[config.mk]
export PLATFORM = sky130hd
export DESIGN_NAME = leqt_seq
export DESIGN_NICKNAME = d
export VERILOG_FILES = /design/src/rtl/core/leqt_pkg.sv /design/src/rtl/core/leqt_seq.sv
export SDC_FILE = /design/constraint.sdc
export NUM_CORES = 1
export LEC_CHECK = 0
export ABC_AREA = 1
export ABC_CLOCK_PERIOD_IN_PS = 3500
export BUFFER_PORTS_ARGS = -buffer_cell sky130_fd_sc_hd__clkbuf_2
export CORE_MARGIN = 5
export CORE_UTILIZATION = 56
export CTS_BUF_LIST = sky130_fd_sc_hd__clkbuf_4 sky130_fd_sc_hd__clkbuf_8 sky130_fd_sc_hd__clkbuf_16
export DETAILED_ROUTE_END_ITERATION = 8
export GPL_TIMING_DRIVEN = 1
export MAX_ROUTING_LAYER = met4
export PLACE_DENSITY = 0.87
export SLEW_MARGIN = 0
export SYNTH_ARGS = -nofsm -noshare
export SYNTH_HDL_FRONTEND = slang
export SYNTH_SLANG_ARGS = --single-unit
[constraint.sdc]
create_clock -name clk -period 3.5 [get_ports clk]
set_input_delay 0.35 -clock clk [delete_from_list [all_inputs] [get_ports clk]]
set_output_delay 0.35 -clock clk [all_outputs]
set_load 0.01 [all_outputs]
[src/rtl/core/leqt_pkg.sv]
// ----------------------------------------------------------------------------
// leqt_pkg: shared types and constants of the label equivalence table
// Field layouts of the request and result transactions, the table entry,
// the memory request bundle and the operation codes.
// ----------------------------------------------------------------------------
package leqt_pkg;

  localparam int LABEL_W         = 12;
  localparam int TABLE_DEPTH     = 2 ** LABEL_W;
  localparam int NUM_LABELS_DEF  = 4096;

  localparam logic [1:0] OP_ADD     = 2'd0;
  localparam logic [1:0] OP_RESOLVE = 2'd1;
  localparam logic [1:0] OP_FLATTEN = 2'd2;

  typedef logic [LABEL_W-1:0] label_t;

  typedef struct packed {
    logic [1:0] operation;
    label_t     label_a;
    label_t     label_b;
  } in_item_t;

  typedef struct packed {
    logic   accepted;
    label_t resolved_label;
    logic   walk_overflow;
  } out_item_t;

  // one table word: valid flag plus the equivalent label
  typedef struct packed {
    logic   valid;
    label_t target;
  } entry_t;

  typedef struct packed {
    logic   rd_en;
    label_t rd_addr;
    logic   wr_en;
    label_t wr_addr;
    entry_t wr_data;
  } mem_req_t;

endpackage

[src/rtl/core/leqt_seq.sv]
// ----------------------------------------------------------------------------
// leqt_seq: operation sequencer
// Clearing pass, add read-modify-write, chain walks for resolve and flatten.
// One hop per cycle: the registered read data steers the next read address.
// ----------------------------------------------------------------------------
module leqt_seq
  import leqt_pkg::*;
#(
  parameter int NUM_LABELS = NUM_LABELS_DEF
)
(
  input  logic      clk,
  input  logic      rst,
  input  logic      item_valid,
  output logic      item_stall,
  input  in_item_t  item,
  input  logic      slot_free,
  output logic      done,
  output out_item_t done_item,
  output mem_req_t  req,
  input  entry_t    rd_data
);

  localparam int HOP_W = $clog2(NUM_LABELS + 1);
  localparam logic [HOP_W-1:0] HOP_MAX = HOP_W'(NUM_LABELS);

  typedef enum logic [2:0] {
    S_CLEAR,
    S_IDLE,
    S_ADD,
    S_WALK,
    S_DONE
  } state_t;

  state_t       state;
  logic [1:0]   op;
  label_t       start;
  label_t       cur;
  label_t       prev;
  label_t       lbl;
  label_t       tgt_b;
  label_t       clr_addr;
  logic [HOP_W-1:0] hops;
  logic         ovf;
  out_item_t    res;

  // walk step decode on the registered read data
  logic   step_end;
  label_t step_lbl;
  logic   step_ovf;
  logic   fl_write;
  logic   fl_last;
  logic   add_ok;

  assign item_stall = (state != S_IDLE);
  assign done       = (state == S_DONE) && slot_free;
  assign done_item  = res;
  assign fl_write   = !((hops == '0) && !rd_data.valid);
  assign fl_last    = (lbl == '1);
  assign add_ok     = (start != tgt_b) && !rd_data.valid;

  always_comb begin
    step_end = 1'b1;
    step_lbl = cur;
    step_ovf = 1'b0;
    if (!rd_data.valid) begin
      step_lbl = cur;
    end else if (hops == HOP_MAX) begin
      step_ovf = 1'b1;
    end else if (rd_data.target == start) begin
      step_lbl = prev;
    end else begin
      step_end = 1'b0;
    end
  end

  always_comb begin
    req = '0;
    unique case (state)
      S_CLEAR: begin
        req.wr_en   = 1'b1;
        req.wr_addr = clr_addr;
      end
      S_IDLE: begin
        req.rd_en   = item_valid;
        req.rd_addr = (item.operation == OP_FLATTEN) ? '0 : item.label_a;
      end
      S_ADD: begin
        req.wr_en   = add_ok;
        req.wr_addr = start;
        req.wr_data = '{valid: 1'b1, target: tgt_b};
      end
      S_WALK: begin
        if (!step_end) begin
          req.rd_en   = 1'b1;
          req.rd_addr = rd_data.target;
        end else if (op == OP_FLATTEN) begin
          req.wr_en   = fl_write;
          req.wr_addr = lbl;
          req.wr_data = '{valid: 1'b1, target: step_lbl};
          req.rd_en   = !fl_last;
          req.rd_addr = lbl + 1'b1;
        end
      end
      S_DONE: ;
      default: ;
    endcase
  end

  always_ff @(posedge clk) begin
    if (rst) begin
      state    <= S_CLEAR;
      clr_addr <= '0;
    end else begin
      unique case (state)
        S_CLEAR: begin
          clr_addr <= clr_addr + 1'b1;
          if (clr_addr == '1) begin
            state <= S_IDLE;
          end
        end
        S_IDLE: begin
          if (item_valid) begin
            op    <= item.operation;
            tgt_b <= item.label_b;
            hops  <= '0;
            ovf   <= 1'b0;
            lbl   <= '0;
            res   <= '0;
            if (item.operation == OP_FLATTEN) begin
              start <= '0;
              cur   <= '0;
              prev  <= '0;
            end else begin
              start <= item.label_a;
              cur   <= item.label_a;
              prev  <= item.label_a;
            end
            unique case (item.operation) inside
              OP_ADD:                 state <= S_ADD;
              OP_RESOLVE, OP_FLATTEN: state <= S_WALK;
              default:                state <= S_DONE;
            endcase
          end
        end
        S_ADD: begin
          res   <= '{accepted: add_ok, resolved_label: '0, walk_overflow: 1'b0};
          state <= S_DONE;
        end
        S_WALK: begin
          if (!step_end) begin
            cur  <= rd_data.target;
            prev <= rd_data.target;
            hops <= hops + 1'b1;
          end else if (op == OP_RESOLVE) begin
            res   <= '{accepted: 1'b0, resolved_label: step_lbl, walk_overflow: step_ovf};
            state <= S_DONE;
          end else begin
            ovf <= ovf | step_ovf;
            if (fl_last) begin
              res   <= '{accepted: 1'b0, resolved_label: '0,
                         walk_overflow: ovf | step_ovf};
              state <= S_DONE;
            end else begin
              lbl   <= lbl + 1'b1;
              start <= lbl + 1'b1;
              cur   <= lbl + 1'b1;
              prev  <= lbl + 1'b1;
              hops  <= '0;
            end
          end
        end
        S_DONE: begin
          if (slot_free) begin
            state <= S_IDLE;
          end
        end
        default: state <= S_IDLE;
      endcase
    end
  end

endmodule

==> results of run 1 <==
==> registers in the layout, summed over array words and instances, names as in the netlist <==
name,count
clr_addr,12
done_item,14
hops,13
lbl,12
op,2
ovf,1
prev,12
start,12
state,3
tgt_b,12
==> report_power, final <==
group          leakage, nW  switching, W  internal [W]
Sequential           0.825    0.00000382       0.00119
Combinational         1.80     0.0000623     0.0000391
Clock                0.101      0.000439      0.000282
==> cells by family (layout without fill, tap and decap cells) <==
group / Yosys count / in the layout / share of synthesized area
DFF: 93 / 93 / 0.497
and+or+nand+nor: 336 / 336 / 0.277
xor gates and xnor gates: 32 / 32 / 0.0527
AOI/OAI and AO/OA: 63 / 63 / 0.0755
buffers and inverters: 113 / 216 / 0.0842
adders and majority gates: 6 / 6 / 0.0141
==> stage by stage <==
step	power, W	setup WS, ps	instances	utilization
floorplan	0.00127	725	643	-
global placement	0.00132	938	859	0.643
detailed placement	0.00132	886	859	0.643
CTS	0.00202	477	875	0.664
global route	0.00209	255	875	0.664
finish	0.00202	445	875	0.664
==> synth_stat cells <==
cell type	instances	area (um^2)
sky130_fd_sc_hd__inv_2	3	11.3
sky130_fd_sc_hd__a211oi_1	1	7.51
sky130_fd_sc_hd__o21a_1	2	15.0
sky130_fd_sc_hd__o21ai_2	8	70.1
sky130_fd_sc_hd__ha_1	6	75.1
sky130_fd_sc_hd__a21oi_1	12	60.1
sky130_fd_sc_hd__a31oi_1	2	12.5
sky130_fd_sc_hd__dfxtp_1	15	300
sky130_fd_sc_hd__o21ai_0	20	100
sky130_fd_sc_hd__o22ai_1	1	6.26
sky130_fd_sc_hd__o211ai_1	14	105
sky130_fd_sc_hd__buf_6	1	11.3
sky130_fd_sc_hd__nor2_2	6	37.5
sky130_fd_sc_hd__o21bai_2	1	11.3
sky130_fd_sc_hd__edfxtp_1	78	2340
sky130_fd_sc_hd__nand2_1	164	616
sky130_fd_sc_hd__nor2_1	51	191
sky130_fd_sc_hd__inv_1	91	342
sky130_fd_sc_hd__nor4b_1	1	8.76
sky130_fd_sc_hd__xnor2_1	17	149
sky130_fd_sc_hd__nor3_1	24	120
sky130_fd_sc_hd__buf_1	2	7.51
sky130_fd_sc_hd__nor4_1	2	12.5
sky130_fd_sc_hd__nor2_4	1	11.3
sky130_fd_sc_hd__xor2_1	15	131
sky130_fd_sc_hd__clkbuf_1	6	22.5
sky130_fd_sc_hd__and3_1	1	6.26
sky130_fd_sc_hd__nand4_1	9	56.3
sky130_fd_sc_hd__nand2_4	1	11.3
sky130_fd_sc_hd__clkinv_1	1	3.75
sky130_fd_sc_hd__a21oi_2	1	8.76
sky130_fd_sc_hd__buf_4	2	15.0
sky130_fd_sc_hd__buf_2	7	35.0
sky130_fd_sc_hd__or2_2	2	12.5
sky130_fd_sc_hd__nand2_2	4	25.0
sky130_fd_sc_hd__o21ai_1	1	5.00
sky130_fd_sc_hd__nor3b_1	1	7.51
sky130_fd_sc_hd__nand3_1	67	335
sky130_fd_sc_hd__nor3_2	2	20.0
==> layout make-up <==
cell class / count / area (um^2) / share of cell area
sequential: 93 / 2640 / 0.430
multi-input combinational: 437 / 2240 / 0.364
timing repair buffer: 105 / 546 / 0.0889
inverter: 95 / 357 / 0.0581
tap: 129 / 161 / 0.0263
clock buffer: 9 / 124 / 0.0202
clock inverter: 7 / 73.8 / 0.0120
==> routing by layer <==
metal	up-vias	routed length, um
met5	-	0
met4	0	413
met3	42	1420
met2	260	7040
met1	2249	5700
li1	2319	-
==> worst max-delay path, delay by kind of cell (launching register included) <==
kind | cells | cell delay (ps)
AO/OA/AOI/OAI | 1 | 210
flip-flops | 1 | 500
AND/OR/NAND/NOR | 6 | 990
buffers and inverters | 2 | 390
XOR/XNOR | 1 | 220
==> worst paths after layout <==
| check | end |
|---|---|
| min reg2reg | clr_addr[10] |
| min | tgt_b[1] |
| max reg2reg | hops[3] |
| max | req[11] |
==> impl_table.tex, run 1 <==
\begin{tabular}{lr}
\hline
Metric & Value \\
\hline
\multicolumn{2}{l}{\textbf{Outcome}} \\
Result of the run & finished clean \\
\multicolumn{2}{l}{\textbf{Synthesis}} \\
Summed instance area of the synthesized netlist & about 0.0053 mm\^{}2 \\
Count of different cell masters after synthesis & 39 \\
Instance count of the mapped netlist & 643 \\
Register bit count reported by yosys & 93 \\
Portion of the post-synthesis area used by sequential elements & 0.497 \\
Avg Inst Size Synth & 8.27 um\^{}2 \\
Yosys warning count & 0 \\
Syn\_nets & 692 \\
\multicolumn{2}{l}{\textbf{STA}} \\
Setup repair after global routing missed its margin & no \\
Final clock period utilization by the worst path & 0.873 \\
Clk\_skew & 14.3 ps \\
F\_max & 327 MHz \\
Final total negative setup slack & 0 ps \\
Min Hold Slack & 145 ps \\
Time the worst path needs with I/O delays and setup & 3050 ps \\
Least-Margin Pin Slew & 1050 ps \\
Max Transition Viols Final & 0 \\
Hold Fails Final Rpt & 0 \\
Final setup fails & 0 \\
Max\_slew headroom & 0.299 \\
\multicolumn{2}{l}{\textbf{Die}} \\
Width of the die & 107 um \\
Die Height & $\sim$110 um \\
Die Area & 0.0115 mm\^{}2 \\
Effective utilization at floorplan & 0.576 \\
Area inside the core boundary & 0.00924 mm\^{}2 \\
Io pins & between 90 and 100 \\
Total number of placement rows & 35 \\
\multicolumn{2}{l}{\textbf{Worst setup path}} \\
Worst stage delay on the critical path & about 500 ps \\
Highest net fanout along the worst path & 14 \\
Capturing element type of the critical path & output port \\
R2r worst-path depth & 8 \\
Crit path launch & start[10] \\
Critical path start-end classification & reg -> out \\
Startpoint kind of the worst setup timing path & register \\
Launch point of the worst reg-to-reg path & lbl[0] \\
CP Data Arrival Time & 2700 ps \\
CP Cell Sequence & xnor2\_1 -> nand2\_1 -> nor2\_1 -> nand3\_1 -> nand2\_2 -> nand2\_4 -> nor2\_4 -> inv\_2 -> o21ai\_0 -> clkbuf\_2 \\
Required @ worst endpoint & roughly 3200 ps \\
Slowest cell on the critical path & sky130\_fd\_sc\_hd\_\_edfxtp\_1 \\
Slack of the worst reg-to-reg path & a little under 1000 ps \\
\multicolumn{2}{l}{\textbf{Global route}} \\
Antenna violations before repair & 0 \\
GRT overflow & 0 \\
GR met2 Demand/Resource & 0.432 \\
Met1 Usage GRT & 0.332 \\
Via count of the first global-routing pass & 4551 \\
Wire length of the first global-routing pass & 23000 um \\
Pin count of the biggest net entering global routing & 27 \\
GRT met3 Usage & 0.0546 \\
Layer with the highest usage & met2 \\
Overall track demand over capacity in global routing & 0.264 \\
\multicolumn{2}{l}{\textbf{Final layout}} \\
Area Overhead vs Synth & 15.4\% \\
Area of all placed cells without fillers & about 0.0061 mm\^{}2 \\
Fillcell total & 771 \\
Proportion of layout cells with a drive suffix above 1 & 0.204 \\
Most common cell after layout, fill and taps aside & sky130\_fd\_sc\_hd\_\_nand2\_1 \\
Number of diodes & 0 \\
NumNets Final & 790 \\
Top library cells by usage in the layout, fill and taps aside & sky130\_fd\_sc\_hd\_\_nand2\_1 (164), sky130\_fd\_sc\_hd\_\_clkbuf\_2 (97), sky130\_fd\_sc\_hd\_\_inv\_1 (91), sky130\_fd\_sc\_hd\_\_edfxtp\_1 (78), sky130\_fd\_sc\_hd\_\_nand3\_1 (67) \\
\multicolumn{2}{l}{\textbf{Job}} \\
Max capacitance violation total & 0 \\
\multicolumn{2}{l}{\textbf{Detailed routing}} \\
Routed wire length per instance & 16.7 um \\
Vias & 4870 \\
Post-detailed-route DRC marker count & 0 \\
1st-pass router iterations & 5 \\
Count of antenna-violating nets left after detailed routing & 0 \\
Routed vias/inst & 5.57 \\
DRT Wirelength & between 10000 and 15000 um \\
Number of design-rule violations left by the first detailed-router iteration & 485 \\
\multicolumn{2}{l}{\textbf{CTS}} \\
Max H-tree Level & 3 \\
Post-cts resize count & 0 \\
Clock tree from TritonCTS & done \\
Worst-skew pair later-pin latency & 380 ps \\
Clock root buffer & sky130\_fd\_sc\_hd\_\_clkbuf\_8 \\
CTS Sinks & between 90 and 100 \\
Clock buffers created by TritonCTS & 9 \\
Buffers inserted by post-CTS timing repair & 0 \\
Cts hold-fix bufs & 0 \\
Post-CTS clock slew at the launch and capture registers of the worst setup and hold paths & approximately 100 ps \\
Max Root-Sink Buffers & 2 \\
\multicolumn{2}{l}{\textbf{Placed design}} \\
Placed Area & just under 0.006 mm\^{}2 \\
Port-buffer cells & 97 \\
Final Wtd Congestion & about 0.99 \\
Placed wire-length estimate & 11400 um \\
\multicolumn{2}{l}{\textbf{Hold path}} \\
Worst min-delay path startpoint & item[1] \\
Worst Hold Path Cells & 1 \\
Hold WC Path Type & in -> reg \\
\multicolumn{2}{l}{\textbf{Pwr}} \\
Peak supply drop & 0.231 mV \\
Power density relative to cell area & $\sim$330 mW/mm\^{}2 \\
Leakage component of the power & 2.73 nW \\
\hline
\end{tabular}
Power figures use the tool's default switching activity.
==> inputs of run 2 (changes only) <==
ABC_CLOCK_PERIOD_IN_PS = 3000   (was 3500)
CAP_MARGIN = 20   (was default)
CORE_MARGIN = 1   (was 5)
clock period = 3 ns   (was 3.5 ns; I/O delays follow)
==> run 2 against run 1 <==
  * Worst setup slack got worse by 300 ps
  * Die area fell by 14%
  * Critical endpoint unchanged
  * Utilization rose by 0.87 points
==> impl_table.tex, run 2 (synthesis results as in run 1) <==
\begin{tabular}{lr}
\hline
Metric & Value \\
\hline
\multicolumn{2}{l}{\textbf{Outcome}} \\
Result of the run & finished clean \\
\multicolumn{2}{l}{\textbf{CTS}} \\
Clock buffers created by TritonCTS & 9 \\
Clock root buffer & sky130\_fd\_sc\_hd\_\_clkbuf\_8 \\
Post-CTS clock slew at the launch and capture registers of the worst setup and hold paths & 100 ps \\
Worst-skew pair later-pin latency & 370 ps \\
Clock tree from TritonCTS & done \\
Max H-tree Level & 3 \\
CTS Sinks & between 90 and 100 \\
Max Root-Sink Buffers & 2 \\
\multicolumn{2}{l}{\textbf{Job}} \\
Max capacitance violation total & 0 \\
\multicolumn{2}{l}{\textbf{Global route}} \\
Wire length of the first global-routing pass & 22000 um \\
Antenna violations before repair & 0 \\
Overall track demand over capacity in global routing & 0.303 \\
GRT overflow & 0 \\
Via count of the first global-routing pass & 4444 \\
Pin count of the biggest net entering global routing & 26 \\
\multicolumn{2}{l}{\textbf{Detailed routing}} \\
1st-pass router iterations & 5 \\
DRT Wirelength & 14400 um \\
Routed wire length per instance & 16.3 um \\
Routed vias/inst & 5.47 \\
Post-detailed-route DRC marker count & 0 \\
Number of design-rule violations left by the first detailed-router iteration & 370 \\
Vias & 4828 \\
Count of antenna-violating nets left after detailed routing & 0 \\
\multicolumn{2}{l}{\textbf{Placed design}} \\
Dpl ws & around 460 ps \\
Placed wire-length estimate & 11100 um \\
Port-buffer cells & 97 \\
Final Wtd Congestion & 0.942 \\
\multicolumn{2}{l}{\textbf{Final layout}} \\
Most common cell after layout, fill and taps aside & sky130\_fd\_sc\_hd\_\_nand2\_1 \\
Proportion of layout cells with a drive suffix above 1 & 0.212 \\
Number of diodes & 0 \\
Number of flip-flops in the largest register & 14 \\
Area Overhead vs Synth & 16.9\% \\
Top library cells by usage in the layout, fill and taps aside & sky130\_fd\_sc\_hd\_\_nand2\_1 (164), sky130\_fd\_sc\_hd\_\_clkbuf\_2 (97), sky130\_fd\_sc\_hd\_\_inv\_1 (91), sky130\_fd\_sc\_hd\_\_edfxtp\_1 (78), sky130\_fd\_sc\_hd\_\_nand3\_1 (67) \\
NumNets Final & 797 \\
\multicolumn{2}{l}{\textbf{Worst setup path}} \\
Crit-path leading delay family & simple AND/OR/NAND/NOR gates \\
Highest net fanout along the worst path & 14 \\
CP Data Arrival Time & approximately 2600 ps \\
Slack of the worst reg-to-reg path & 340 ps \\
Critical path depth & 10 \\
Worst stage delay on the critical path & a little over 500 ps \\
Worst r2r dst & lbl[10] \\
Critical path start-end classification & reg -> out \\
Cell with the most instances on the worst path & sky130\_fd\_sc\_hd\_\_nand2\_4 \\
R2r worst-path depth & 9 \\
Launch point of the worst reg-to-reg path & start[3] \\
Capturing element type of the critical path & output port \\
Startpoint kind of the worst setup timing path & register \\
Slowest cell on the critical path & sky130\_fd\_sc\_hd\_\_edfxtp\_1 \\
Required @ worst endpoint & 2700 ps \\
CP Cell Sequence & xnor2\_1 -> nand2\_1 -> nor2\_1 -> nand3\_1 -> nand2\_4 -> nand2\_4 -> nor2\_4 -> inv\_2 -> o21ai\_0 -> clkbuf\_2 \\
CP bufs+invs & 2 \\
\multicolumn{2}{l}{\textbf{STA}} \\
Hold Fails Final Rpt & 0 \\
Time the worst path needs with I/O delays and setup & about 2900 ps \\
Max\_slew headroom & 0.494 \\
Final setup fails & 0 \\
F\_max & approximately 350 MHz \\
Least-Margin Pin Slew & 757 ps \\
Final total negative setup slack & 0 ps \\
Final clock period utilization by the worst path & 0.953 \\
Clk\_skew & 14.7 ps \\
Final worst setup slack & 141 ps \\
Max Transition Viols Final & 0 \\
Setup repair after global routing missed its margin & no \\
\multicolumn{2}{l}{\textbf{Pwr}} \\
Power share of the combinational group & 0.050 \\
Net Sw Power & 0.000566 W \\
Leakage component of the power & 2.76 nW \\
Sequential share of power & 0.581 \\
Power density relative to cell area & 386 mW/mm\^{}2 \\
Net switching share of the total power & 0.236 \\
Peak supply drop & 0.303 mV \\
Relative contribution of the clock network to total power & 0.369 \\
Internal power summed over all cells & 0.00184 W \\
\multicolumn{2}{l}{\textbf{Die}} \\
Effective utilization at floorplan & 0.576 \\
Area inside the core boundary & 0.00924 mm\^{}2 \\
Io pins & 98 \\
Width of the die & 99.5 um \\
Total number of placement rows & 35 \\
Die Area & 0.00989 mm\^{}2 \\
Die Height & 99.5 um \\
\multicolumn{2}{l}{\textbf{Hold path}} \\
Worst Hold Path Cells & 1 \\
Hold WC Path Type & in -> reg \\
Worst min-delay path startpoint & item[2] \\
Worst Hold End & tgt\_b[2] \\
\hline
\end{tabular}
## run 2: routing by layer
layer | GRT usage | part of all wire | up-vias
met2 | 0.499 | 0.49 | 252
li1 | - | - | 2329
met3 | 0.0499 | 0.086 | 36
met5 | - | 0 | -
met1 | 0.375 | 0.40 | 2211
met4 | 0.118 | 0.030 | 0
## run 2: worst max-delay path by stage
stage,startpoint,end
after floorplan,hops[0],lbl[0]
after global placement,hops[0],req[11]
after detailed placement,start[3],req[11]
after CTS,start[3],req[11]
after global routing,start[3],req[11]
final,start[3],req[11]
## run 2: timing repair
action	in CTS	in global routing
resized for setup	0	2
setup buffers	0	4
endpoints found under the setup margin	0	14
hold buffers	0	0
## run 2: layout make-up
class,count,area (um^2)
clock buffer,9,124
clock inverter,7,80.1
fill,735,3020
inverter,95,360
multi-input combinational,437,2240
sequential,93,2640
tap,129,161
timing repair buffer,112,611
## run 2: per-stage QoR
step           std cells   util  hold slack, ps  total power, W  instance area [um^2]
3_5_place_dp         862  0.647             479         0.00154                  5980
2_1_floorplan        643      -             399         0.00148                  5320
4_1_cts              878  0.669            98.7         0.00240                  6180
3_3_place_gp         862  0.647             483         0.00154                  5980
5_1_grt              882  0.673            93.4         0.00246                  6220
6_report             882  0.673            99.8         0.00240                  6220
## run 2: worst reg2reg max path, cell delays in order (launching register included)
cell                       delay [ps]
sky130_fd_sc_hd__edfxtp_1         510
sky130_fd_sc_hd__xnor2_1          270
sky130_fd_sc_hd__nand2_1          120
sky130_fd_sc_hd__nor2_1           100
sky130_fd_sc_hd__nand3_1          140
sky130_fd_sc_hd__nand3_1          210
sky130_fd_sc_hd__buf_4            220
sky130_fd_sc_hd__nand4_1          170
sky130_fd_sc_hd__nor2_2           390
sky130_fd_sc_hd__buf_12           230
## run 2: power groups by stage
| stage | sequential, W | combinational (W) | clock, W |
|---|---|---|---|
| 2_1_floorplan | 0.00142 | 0.0000575 | 0 |
| 3_3_place_gp | 0.00142 | 0.000114 | 0 |
| 3_5_place_dp | 0.00142 | 0.000117 | 0 |
| 4_1_cts | 0.00140 | 0.000118 | 0.000885 |
| 5_1_grt | 0.00140 | 0.000132 | 0.000928 |
| 6_report | 0.00140 | 0.000121 | 0.000885 |
